`src/design/hsl2rgb_pkg.sv`:
```
// shared types and constants for the hsl to rgb converter
package hsl2rgb_pkg;

	localparam int FRAC_W = 9;
	localparam int HUE_W = 9;
	localparam int CHAN_W = 8;
	localparam int CFG_IDX_W = 2;
	localparam int CFG_DATA_W = 9;

	localparam logic [FRAC_W-1:0] FULL_SCALE = 9'd256;
	localparam logic [HUE_W-1:0] MAX_HUE = 9'd359;

	localparam logic [FRAC_W-1:0] SAT_RESET = 9'd205;
	localparam logic [FRAC_W-1:0] LIGHT_RESET = 9'd128;

	// ceil(2^28 / 60); exact floor division for products below 2^22
	localparam int RECIP_W = 23;
	localparam logic [RECIP_W-1:0] RECIP_60 = 23'd4473925;
	localparam int RECIP_SHIFT = 28;

	typedef enum logic [CFG_IDX_W-1:0] {
		REG_SATURATION = 2'd0,
		REG_LIGHTNESS  = 2'd1
	} cfg_reg_t;

	typedef enum logic [2:0] {
		SEC_RED_YEL = 3'd0,
		SEC_YEL_GRN = 3'd1,
		SEC_GRN_CYN = 3'd2,
		SEC_CYN_BLU = 3'd3,
		SEC_BLU_MAG = 3'd4,
		SEC_MAG_RED = 3'd5
	} sector_t;

	typedef struct packed {
		logic [FRAC_W-1:0] sat;
		logic [FRAC_W-1:0] light;
	} color_cfg_t;

endpackage

```
`src/design/hsl2rgb_cfg.sv`:
```
// saturation and lightness registers, clamped to full scale on read
module hsl2rgb_cfg
	import hsl2rgb_pkg::*;
(
	input  logic                  clk,
	input  logic                  arst_n,
	input  logic                  cfg_wr_en,
	input  logic [CFG_IDX_W-1:0]  cfg_index,
	input  logic [CFG_DATA_W-1:0] cfg_data,
	output color_cfg_t            cfg
);

	logic [FRAC_W-1:0] sat_q;
	logic [FRAC_W-1:0] light_q;

	always_ff @(posedge clk or negedge arst_n) begin
		if (!arst_n) begin
			sat_q   <= SAT_RESET;
			light_q <= LIGHT_RESET;
		end else if (cfg_wr_en) begin
			// indexes past the register list are dropped
			if (cfg_index == REG_SATURATION) begin
				sat_q <= cfg_data;
			end
			if (cfg_index == REG_LIGHTNESS) begin
				light_q <= cfg_data;
			end
		end
	end

	assign cfg.sat   = (sat_q > FULL_SCALE) ? FULL_SCALE : sat_q;
	assign cfg.light = (light_q > FULL_SCALE) ? FULL_SCALE : light_q;

endmodule

```
`src/design/hsl_to_rgb_converter.sv`:
```
// hsl to rgb converter top level: six-stage pipeline
//
// A request is a hue in whole degrees on hue, taken at a rising edge with
// start high and busy low. busy never rises, so a new hue can be issued on
// every cycle. Hues above 359 are treated as 359.
// Saturation and lightness come from two registers written through
// cfg_wr_en / cfg_index / cfg_data (index 0 saturation, index 1 lightness,
// units of 1/256, values above 256 act as 256); write them only while no
// request is in flight.
// Each request yields one result on red, green and blue, marked by done
// for exactly one cycle once it leaves the last pipeline stage. Throughput is
// one result per cycle; the depth is set by the three chained multiplies
// (chroma, hue ramp, divide by 60 as reciprocal) plus the sector select
// and the final scale by 255.
// The receiver has no way to hold results off; each is shown once.
// Reset clears all stage valid bits, so nothing is in flight afterward,
// and loads saturation 205 and lightness 128.
module hsl_to_rgb_converter
	import hsl2rgb_pkg::*;
(
	input  logic                  clk,
	input  logic                  arst_n,
	input  logic                  start,
	output logic                  busy,
	input  logic [HUE_W-1:0]      hue,
	input  logic                  cfg_wr_en,
	input  logic [CFG_IDX_W-1:0]  cfg_index,
	input  logic [CFG_DATA_W-1:0] cfg_data,
	output logic                  done,
	output logic [CHAN_W-1:0]     red,
	output logic [CHAN_W-1:0]     green,
	output logic [CHAN_W-1:0]     blue
);

	localparam int C_W = 17;      // chroma and offset, units of 1/65536
	localparam int TRI_W = 6;     // hue ramp 0..60
	localparam int V_W = C_W + TRI_W - 1; // c * tri fits in 22 bits
	localparam int P_W = V_W + RECIP_W;
	localparam int SCL_W = C_W + CHAN_W;

	color_cfg_t cfg;

	hsl2rgb_cfg u_cfg (
		.clk       (clk),
		.arst_n    (arst_n),
		.cfg_wr_en (cfg_wr_en),
		.cfg_index (cfg_index),
		.cfg_data  (cfg_data),
		.cfg       (cfg)
	);

	logic in_acc;
	assign busy   = 1'b0;
	assign in_acc = start && !busy;

	// stage 1 inputs: hue clamp, sector, ramp, chroma span
	logic [HUE_W-1:0]  h_cl;
	logic [HUE_W-1:0]  hm;
	logic [TRI_W-1:0]  tri_d;
	sector_t           sec_d;
	logic [FRAC_W-1:0] span_d;

	always_comb begin
		h_cl = (hue > MAX_HUE) ? MAX_HUE : hue;
		priority if (h_cl >= 9'd240) begin
			hm = h_cl - 9'd240;
		end else if (h_cl >= 9'd120) begin
			hm = h_cl - 9'd120;
		end else begin
			hm = h_cl;
		end
		tri_d = (hm >= 9'd60) ? TRI_W'(9'd120 - hm) : TRI_W'(hm);
		priority if (h_cl < 9'd60) begin
			sec_d = SEC_RED_YEL;
		end else if (h_cl < 9'd120) begin
			sec_d = SEC_YEL_GRN;
		end else if (h_cl < 9'd180) begin
			sec_d = SEC_GRN_CYN;
		end else if (h_cl < 9'd240) begin
			sec_d = SEC_CYN_BLU;
		end else if (h_cl < 9'd300) begin
			sec_d = SEC_BLU_MAG;
		end else begin
			sec_d = SEC_MAG_RED;
		end
		// 256 - |2L - 256|
		if (cfg.light <= 9'd128) begin
			span_d = FRAC_W'({cfg.light, 1'b0});
		end else begin
			span_d = FRAC_W'(10'd512 - {cfg.light, 1'b0});
		end
	end

	logic valid_s1, valid_s2, valid_s3, valid_s4, valid_s5, valid_s6;

	logic [TRI_W-1:0]  tri_s1, tri_s2;
	sector_t           sec_s1, sec_s2, sec_s3, sec_s4, sec_s5;
	logic [FRAC_W-1:0] span_s1, sat_s1, light_s1, light_s2;
	logic [C_W-1:0]    c_s2, c_s3, c_s4;
	logic [V_W-1:0]    v_s3;
	logic [C_W-1:0]    m_s3, m_s4;
	logic [C_W-1:0]    x_s4;
	logic [C_W-1:0]    sum_r_s5, sum_g_s5, sum_b_s5;
	logic [CHAN_W-1:0] red_s6, green_s6, blue_s6;

	logic [2*FRAC_W-1:0] c_prod;
	logic [C_W+TRI_W-1:0] v_prod;
	logic [P_W-1:0]      x_prod;
	logic [C_W-1:0]      m_d;
	logic [C_W-1:0]      comp_r, comp_g, comp_b;
	logic [SCL_W-1:0]    scl_r, scl_g, scl_b;

	assign c_prod = (2*FRAC_W)'(span_s1) * (2*FRAC_W)'(sat_s1);
	assign v_prod = (C_W+TRI_W)'(c_s2) * (C_W+TRI_W)'(tri_s2);
	assign m_d    = {light_s2, 8'd0} - {1'b0, c_s2[C_W-1:1]};
	assign x_prod = P_W'(v_s3) * P_W'(RECIP_60);

	always_comb begin
		unique case (sec_s4)
			SEC_RED_YEL: begin comp_r = c_s4; comp_g = x_s4; comp_b = '0;   end
			SEC_YEL_GRN: begin comp_r = x_s4; comp_g = c_s4; comp_b = '0;   end
			SEC_GRN_CYN: begin comp_r = '0;   comp_g = c_s4; comp_b = x_s4; end
			SEC_CYN_BLU: begin comp_r = '0;   comp_g = x_s4; comp_b = c_s4; end
			SEC_BLU_MAG: begin comp_r = x_s4; comp_g = '0;   comp_b = c_s4; end
			default:     begin comp_r = c_s4; comp_g = '0;   comp_b = x_s4; end
		endcase
	end

	// times 255 as shift and subtract
	assign scl_r = {sum_r_s5, 8'd0} - SCL_W'(sum_r_s5);
	assign scl_g = {sum_g_s5, 8'd0} - SCL_W'(sum_g_s5);
	assign scl_b = {sum_b_s5, 8'd0} - SCL_W'(sum_b_s5);

	always_ff @(posedge clk or negedge arst_n) begin
		if (!arst_n) begin
			valid_s1 <= 1'b0;
			valid_s2 <= 1'b0;
			valid_s3 <= 1'b0;
			valid_s4 <= 1'b0;
			valid_s5 <= 1'b0;
			valid_s6 <= 1'b0;
		end else begin
			valid_s1 <= in_acc;
			valid_s2 <= valid_s1;
			valid_s3 <= valid_s2;
			valid_s4 <= valid_s3;
			valid_s5 <= valid_s4;
			valid_s6 <= valid_s5;
		end
	end

	always_ff @(posedge clk) begin
		tri_s1   <= tri_d;
		sec_s1   <= sec_d;
		span_s1  <= span_d;
		sat_s1   <= cfg.sat;
		light_s1 <= cfg.light;

		c_s2     <= C_W'(c_prod);
		tri_s2   <= tri_s1;
		sec_s2   <= sec_s1;
		light_s2 <= light_s1;

		v_s3     <= V_W'(v_prod);
		m_s3     <= m_d;
		c_s3     <= c_s2;
		sec_s3   <= sec_s2;

		x_s4     <= x_prod[RECIP_SHIFT +: C_W];
		c_s4     <= c_s3;
		m_s4     <= m_s3;
		sec_s4   <= sec_s3;

		sum_r_s5 <= comp_r + m_s4;
		sum_g_s5 <= comp_g + m_s4;
		sum_b_s5 <= comp_b + m_s4;
		sec_s5   <= sec_s4;

		red_s6   <= scl_r[16 +: CHAN_W];
		green_s6 <= scl_g[16 +: CHAN_W];
		blue_s6  <= scl_b[16 +: CHAN_W];
	end

	assign done  = valid_s6;
	assign red   = red_s6;
	assign green = green_s6;
	assign blue  = blue_s6;

	// every result traces back to an earlier accepted request
	a_latency: assert property (@(posedge clk) disable iff (!arst_n)
		done |-> $past(in_acc, 6))
		else $error("result without matching request");

	// secondary component never exceeds chroma
	a_x_le_c: assert property (@(posedge clk) disable iff (!arst_n)
		valid_s4 |-> (x_s4 <= c_s4))
		else $error("secondary component above chroma");

	// channel sums stay within full scale so the scaled value fits 8 bits
	a_sum_range: assert property (@(posedge clk) disable iff (!arst_n)
		valid_s5 |-> (sum_r_s5 <= 17'd65536 && sum_g_s5 <= 17'd65536
			&& sum_b_s5 <= 17'd65536))
		else $error("channel sum out of range");

	// sector code only takes the six defined values when in flight
	a_sector: assert property (@(posedge clk) disable iff (!arst_n)
		valid_s5 |-> (sec_s5 != 3'd6 && sec_s5 != 3'd7))
		else $error("bad sector code");

endmodule
```
`config.mk`:
```
export PLATFORM = sky130hd
export DESIGN_NAME = hsl_to_rgb_converter
export DESIGN_NICKNAME = d
export VERILOG_FILES = /design/src/design/hsl2rgb_pkg.sv /design/src/design/hsl2rgb_cfg.sv /design/src/design/hsl_to_rgb_converter.sv
export SDC_FILE = /design/constraint.sdc
export NUM_CORES = 1
export LEC_CHECK = 0
export BUFFER_PORTS_ARGS = -buffer_cell sky130_fd_sc_hd__buf_4
export CORE_MARGIN = 2
export CORE_UTILIZATION = 55
export DETAILED_ROUTE_END_ITERATION = 12
export PLACE_DENSITY = 0.72
export SETUP_SLACK_MARGIN = 0.05
export SYNTH_ARGS = -nofsm -noshare
export SYNTH_HDL_FRONTEND = slang
export SYNTH_HIERARCHICAL = 1
export SYNTH_SLANG_ARGS = --single-unit
```
`constraint.sdc`:
```
create_clock -name clk -period 14.03 [get_ports clk]
set_clock_uncertainty 0.2 [all_clocks]
set_input_delay 0.7015 -clock clk [delete_from_list [all_inputs] [get_ports clk]]
set_output_delay 0.7015 -clock clk [all_outputs]
set_load 0.005 [all_outputs]
```
==> impl_metrics.tcl, run 1 <==
set metrics [dict create \
    status "complete, no violations" \
    yosysWarnings 6 \
    finalMaxSlewViolations 0 \
    crit_path_start_kind "flop" \
    syn_area_um2 20300 \
    hold_buffers 1 \
    fp-row-count 70 \
    critical_path_class "flop to flop" \
    crit_path_max_fanout 5 \
    crit_required_ns 14.29 \
    grt_pass1_wl_um 71300 \
    area_delta_synth_final_pct 9.00 \
    finalHoldViolCount 0 \
    numCtsBuffers 29 \
    finalNetCount 2644 \
    grt_overflow 0 \
    design_area_um2 22200 \
    via_count 14455 \
    syn_nets 2602 \
    cts_buffer_depth 3 \
    final_layout_size_suffix_gt1_share_pct 7.56 \
    cts-resized-gates 0 \
    insertion_delay_ns 0.58 \
    hold_path.startpoint "start" \
    routed_via_density 5.48 \
    postSynthAreaPerCell_um2 9.67 \
    synth_cells 2103 \
    rsz0062_at_grt "false" \
    synth_edf_count 0 \
    slew_headroom_pct 16.8 \
    synth.area.top_cells "dfxtp_1, ha_1, fa_1" \
    ctsRootBufferMaster "clkbuf_16" \
    rr_startpoint "v_s3[21]" \
    period_minus_slack_ns 5.52 \
    first_pass_iters 5 \
    die_w_um 196 \
    die_h_um 196 \
    htree_levels 1 \
    antenna_found_initial 0 \
    synthArstFlopShare_pct 8.73 \
    grt_pass1_vias 15011 \
    finalCritPeriodShare_pct 39.4 \
    post-cts-setup-buffer-count 0 \
    drc 0 \
    critPathLaunch "v_s3[21]" \
    cp.arrival_ns 5.78 \
    drt_wl_total_um 42000 \
    hold_class "input port to flop" \
    setup-tns-final_ns 0 \
    synth_cell_types 84 \
    dpl.hpwl_um 34100 \
    setup_violations 0 \
    worst_pin_slew_ns 1.24 \
    maxCapViolCount 0 \
    max_freq_ghz 0.181 \
    yosys_most_used_dff "dfxtp_1" \
    io_pins 50 \
    drtIter0Drc 683 \
    crit_path_end_kind "flop" \
    netlist.area_leader.share_pct 24.7 \
    multi_input_area_um2 13400 \
    fillerInstances 3014 \
    grt.total_usage_pct 22.6 \
    diodes 0 \
    numPortBuffers 48 \
    yosysSeqAreaShare_pct 27.7 \
    wire_per_inst_um 15.9 \
    synth-seq-cells 275 \
    start_util_pct 55.7 \
    grt_max_degree 34 \
    die_area_um2 38500 \
    finalWeightedCongestion 0.904 \
    path_clk_slew_ns 0.06 \
    seq_area_um2 5630 \
    coreArea_um2 36500 \
    numClockSinks 275 \
    placed_cell_area_um2 21100 \
    cts_tree "built" \
    ant_nets 0 \
    synth_area_leader_cell "dfxtp_1" \
]
## synthesized netlist by cell type (7+ instances only)
cell and instances:
o21ai_1 7, clkbuf_1 34, nand2_1 219, nor2_1 82, dfxtp_1 251, xor2_1 28
o21a_1 22, a21oi_1 73, or3_1 7, and2_1 64, nand2b_1 14, nand4_1 10
fa_1 159, inv_1 299, mux2_2 19, a41o_1 7, ha_1 316, dfrtp_1 18
o2111ai_1 7, nor2b_1 29, a211oi_1 8, a21o_1 21, nand3_1 39, o211ai_1 9
o21ai_0 50, o21bai_1 8, nor3_1 49, xnor2_1 102, nor4_1 7, a22o_1 29
## worst paths after layout
kind | depth (start not counted) | slack (ns) | to
max | 17 | 8.51 | x_s4[15]
min | 1 | 0.03 | valid_s1
max reg2reg | 17 | 8.51 | x_s4[15]
min reg2reg | 0 | 0.12 | tri_s2[5]
max in group asynchronous | 2 | 12.98 | u_cfg/light_q[7]
min in group asynchronous | 2 | 0.37 | valid_s2
## worst max-delay path, cell delays in order (launching register included)
cell and delay [ns]:
dfxtp_1 0.36, ha_1 0.23, fa_1 0.45, fa_1 0.56
inv_1 0.07, fa_1 0.54, inv_1 0.06, fa_1 0.48
ha_1 0.32, ha_1 0.35, a21o_1 0.21, a211o_1 0.29
o22ai_1 0.14, o2bb2ai_1 0.11, nor2_2 0.34, o41ai_4 0.16
a2111oi_0 0.43, nor3_1 0.09
## state kept, by name, summed over array words and instances, names as in the netlist, 16 cells and up
| name | cells |
|---|---|
| sum_b_s5 | 17 |
| sum_g_s5 | 17 |
| sum_r_s5 | 17 |
| m_s4 | 17 |
| m_s3 | 17 |
| x_s4 | 17 |
| v_s3 | 21 |
| c_s2 | 16 |
## logic make-up (layout without fill, tap and decap cells)
group | Yosys count | count (layout) | synth area share [%]
simple gates | 552 | 552 | 13.1
compound gates | 310 | 310 | 11.0
flops | 275 | 275 | 27.7
fa+ha+maj | 475 | 475 | 35.1
mux | 20 | 20 | 1.10
other cells | 1 | 1 | 0.0184
buf+inv | 340 | 405 | 6.37
xor+xnor | 130 | 130 | 5.60
## layout by cell type (no fill, tap or decap), drive strengths merged, types with 14 or more instances in the layout
cell type,count
xnor2,102
xor2,28
clkbuf,34
a21oi,77
nor2,83
nand2,219
o21a,22
nand3,39
inv,305
and2,64
nor2b,29
nor3,52
nand2b,14
mux2,19
o21ai,59
dfrtp,18
a21o,21
fa,159
a22o,29
buf,50
ha,316
dfxtp,251
## metrics by stage
| stage | setup WS (ns) | cells | util (%) | hold WS (ns) |
|---|---|---|---|---|
| 2_1_floorplan | 9.00 | 2103 | - | 0.110 |
| 6_report | 8.51 | 2636 | 60.7 | 0.0298 |
| 3_5_place_dp | 8.55 | 2581 | 57.8 | 0.112 |
| 3_3_place_gp | 8.69 | 2581 | 57.8 | 0.111 |
| 4_1_cts | 8.52 | 2636 | 60.7 | 0.00287 |
| 5_1_grt | 8.15 | 2636 | 60.7 | 0.00678 |
## layout make-up
type	count	area share [%]
clock inverter	20	1.19
multi-input combinational	1488	60.5
tap	468	2.64
inverter	300	5.08
clock buffer	34	3.45
timing repair buffer	51	1.74
sequential	275	25.4
## metal layers
metal  GRT usage, %  up-vias  part of all wire (%)
met5              0        -                     0
met4           6.93        0                   2.9
met3           3.21       94                   4.8
met2           40.2      361                    49
met1           28.3     6906                    43
li1               -     7094                     -
Power of run 1 is not shown: default switching activity piles up to over one toggle a cycle in this logic, so the estimate is an artifact.
==> inputs of run 2 (changes only) <==
ABC_AREA = 1   (was not set)
PLACE_DENSITY = 0.74   (was 0.72)
clock period = 4.8 ns   (was 14.03 ns; I/O delays follow)
==> run 2 against run 1 <==
Net effect: the flow now finishes with violations (negative setup slack); worst hold slack better by 0.0020 ns; global-route usage grew 2.2 points; cell count up 22%; synthesized cell count is 23% higher; fmax grew 15%; first-iteration DRC count increased by 46%; largest cell class unchanged.
==> impl_metrics.tcl, run 2 <==
set metrics [dict create \
    drtIter0Drc 998 \
    mostFrequentLayoutCells "inv_1, nand2_1, ha_1" \
    critPathLaunch "v_s3[21]" \
    setup_violations 1 \
    timing.critical_path.buf_inv 5 \
    routed_via_density 5.30 \
    period_minus_slack_ns 4.81 \
    start_util_pct 55.7 \
    finalHoldViolCount 0 \
    diodes 0 \
    antenna_found_initial 0 \
    path_clk_slew_ns 0.06 \
    dpl.hpwl_um 39700 \
    synth_commonest_cells "inv_1, nand2_1, ha_1, dfxtp_1, fa_1" \
    syn_area_um2 21500 \
    numClockSinks 275 \
    cts_tree "built" \
    grt_pass1_wl_um 83400 \
    violations "negative setup slack" \
    insertion_delay_ns 0.58 \
    drt_wl_total_um 50200 \
    yosysSeqAreaShare_pct 26.2 \
    die_area_um2 40600 \
    grt_max_degree 19 \
    crit_chain "ha_4 -> inv_2 -> fa_1 -> inv_2 -> fa_1 -> inv_1 -> fa_2 -> inv_2 -> fa_2 -> ha_4 -> ha_4 -> nand2_2 -> inv_1 -> nand2_2 -> o211ai_1 -> nand2_1 -> nand3_2 -> nand2_1 -> nand2_2 -> nand2_1 -> nand2_1 -> xor2_1" \
    fp-row-count 72 \
    rsz0062_at_grt "true" \
    cp_top_family "adder cells" \
    status "complete, but fails checks" \
    worst_pin_slew_ns 0.790 \
    synth-seq-cells 275 \
    ctsRootBufferMaster "clkbuf_16" \
    netlist.area_leader.share_pct 23.4 \
    first_pass_iters 6 \
    critical_path_class "flop to flop" \
    final_layout_size_suffix_gt1_share_pct 12.0 \
    synth_cells 2577 \
    maxCapViolCount 0 \
    layout_commonest_cell "inv_1" \
    rr_startpoint "v_s3[21]" \
    yosys_most_used_dff "dfxtp_1" \
    cts_buffer_depth 3 \
    die_h_um 202 \
    setup_slack_ns -0.00531 \
    cpPeakStageDelay_ns 0.55 \
    die_w_um 202 \
    crit_required_ns 5.09 \
    grt.total_usage_pct 24.8 \
    grt_pass1_vias 17783 \
    numPortBuffers 48 \
    numCtsBuffers 29 \
    finalWeightedCongestion 0.952 \
    grt_overflow 0 \
    wire_per_inst_um 15.6 \
    crit_path_start_kind "flop" \
    drc 0 \
    finalNetCount 3183 \
    finalCritPeriodShare_pct 100 \
    crit_path_max_fanout 4 \
    via_count 17094 \
    max_freq_ghz 0.208 \
    synthArstFlopShare_pct 8.73 \
    largest_reg_flops 21 \
    coreArea_um2 38600 \
    ant_nets 0 \
    crit_path_end_kind "flop" \
    yosysWarnings 6 \
    cp.arrival_ns 5.09 \
    postSynthAreaPerCell_um2 8.33 \
    slew_headroom_pct 47.2 \
    largest_register "v_s3" \
    crit_slowest_cell "fa_2" \
    synth_edf_count 0 \
    finalMaxSlewViolations 0 \
    htree_levels 1 \
    io_pins 50 \
    setup-tns-final_ns -0.00531 \
    synth.area.top_cells "dfxtp_1, ha_1, fa_1" \
    hold_class "input port to flop" \
    synth.most_common_cell "inv_1" \
    area_delta_synth_final_pct 14.5 \
    syn_nets 3076 \
    synth_area_leader_cell "dfxtp_1" \
    crit_path_frequent_cell "nand2_1" \
    hold_path.startpoint "hue[6]" \
    synth_cell_types 56 \
]
run 2: metrics by stage:
stage          std cells  setup WS, ns  hold slack, ns  utilization [%]  area [µm²]
6_report            3224      -0.00531          0.0318             63.8       24600
5_1_grt             3224       -0.0966          0.0423             63.8       24600
4_1_cts             3222        0.0283         0.00229             62.6       24100
3_5_place_dp        3139        -0.146         -0.0530             58.6       22600
3_3_place_gp        3139       0.00392         -0.0573             58.6       22600
2_1_floorplan       2577         0.103          -0.256                -       21500
run 2: cell families (layout without fill, tap and decap cells):
logic type,count (synthesis),in the layout,synth area share (%)
xor gates and xnor gates,132,132,5.38
adders and majority gates,475,475,33.2
AOI/OAI and AO/OA,342,342,9.42
DFF,275,275,26.2
other,1,1,0.0175
and+or+nand+nor,796,796,15.8
buffers and inverters,556,685,9.90
run 2: layer usage:
layer	vias up	global-route usage (%)	share of wire, %
li1	8388	-	-
met1	8060	30.0	42
met2	496	44.6	49
met3	150	3.35	4.8
met4	0	9.69	4.0
met5	-	0	0
run 2: area by class of cell:
type / count / area [µm²]
multi-input cells: 1746 / 14400
fillers: 3180 / 14000
flip-flops and latches: 275 / 5660
inverters: 508 / 1910
repair buffers: 124 / 1010
clock buffers: 38 / 820
well taps: 518 / 648
clock inverters: 15 / 185
run 2: worst reg2reg max path: cells and delay by family (launching register included):
family | cells | cell delay (ns)
AOI/OAI and AO/OA | 1 | 0.22
xor gates and xnor gates | 1 | 0.19
adders and majority gates | 7 | 2.84
buffers and inverters | 5 | 0.25
DFF | 1 | 0.37
and+or+nand+nor | 8 | 0.64
run 2: repair_timing:
action,CTS,global route
gates resized for setup,36,104
buffers inserted,0,2
hold buffers,30,0
hold endpoints to repair,50,0
pin swaps,12,50
setup endpoints to repair,14,17
run 2: worst paths after layout:
path,end,slack [ns],cells after the start
max,x_s4[10],-0.005,22
min,sec_s1[0],0.03,5
max reg2reg,x_s4[10],-0.005,22
min reg2reg,m_s4[13],0.12,0
max in group asynchronous,u_cfg/light_q[6],2.61,4
min in group asynchronous,u_cfg/sat_q[0],0.58,3
Power of run 2 is left out for the same reason.
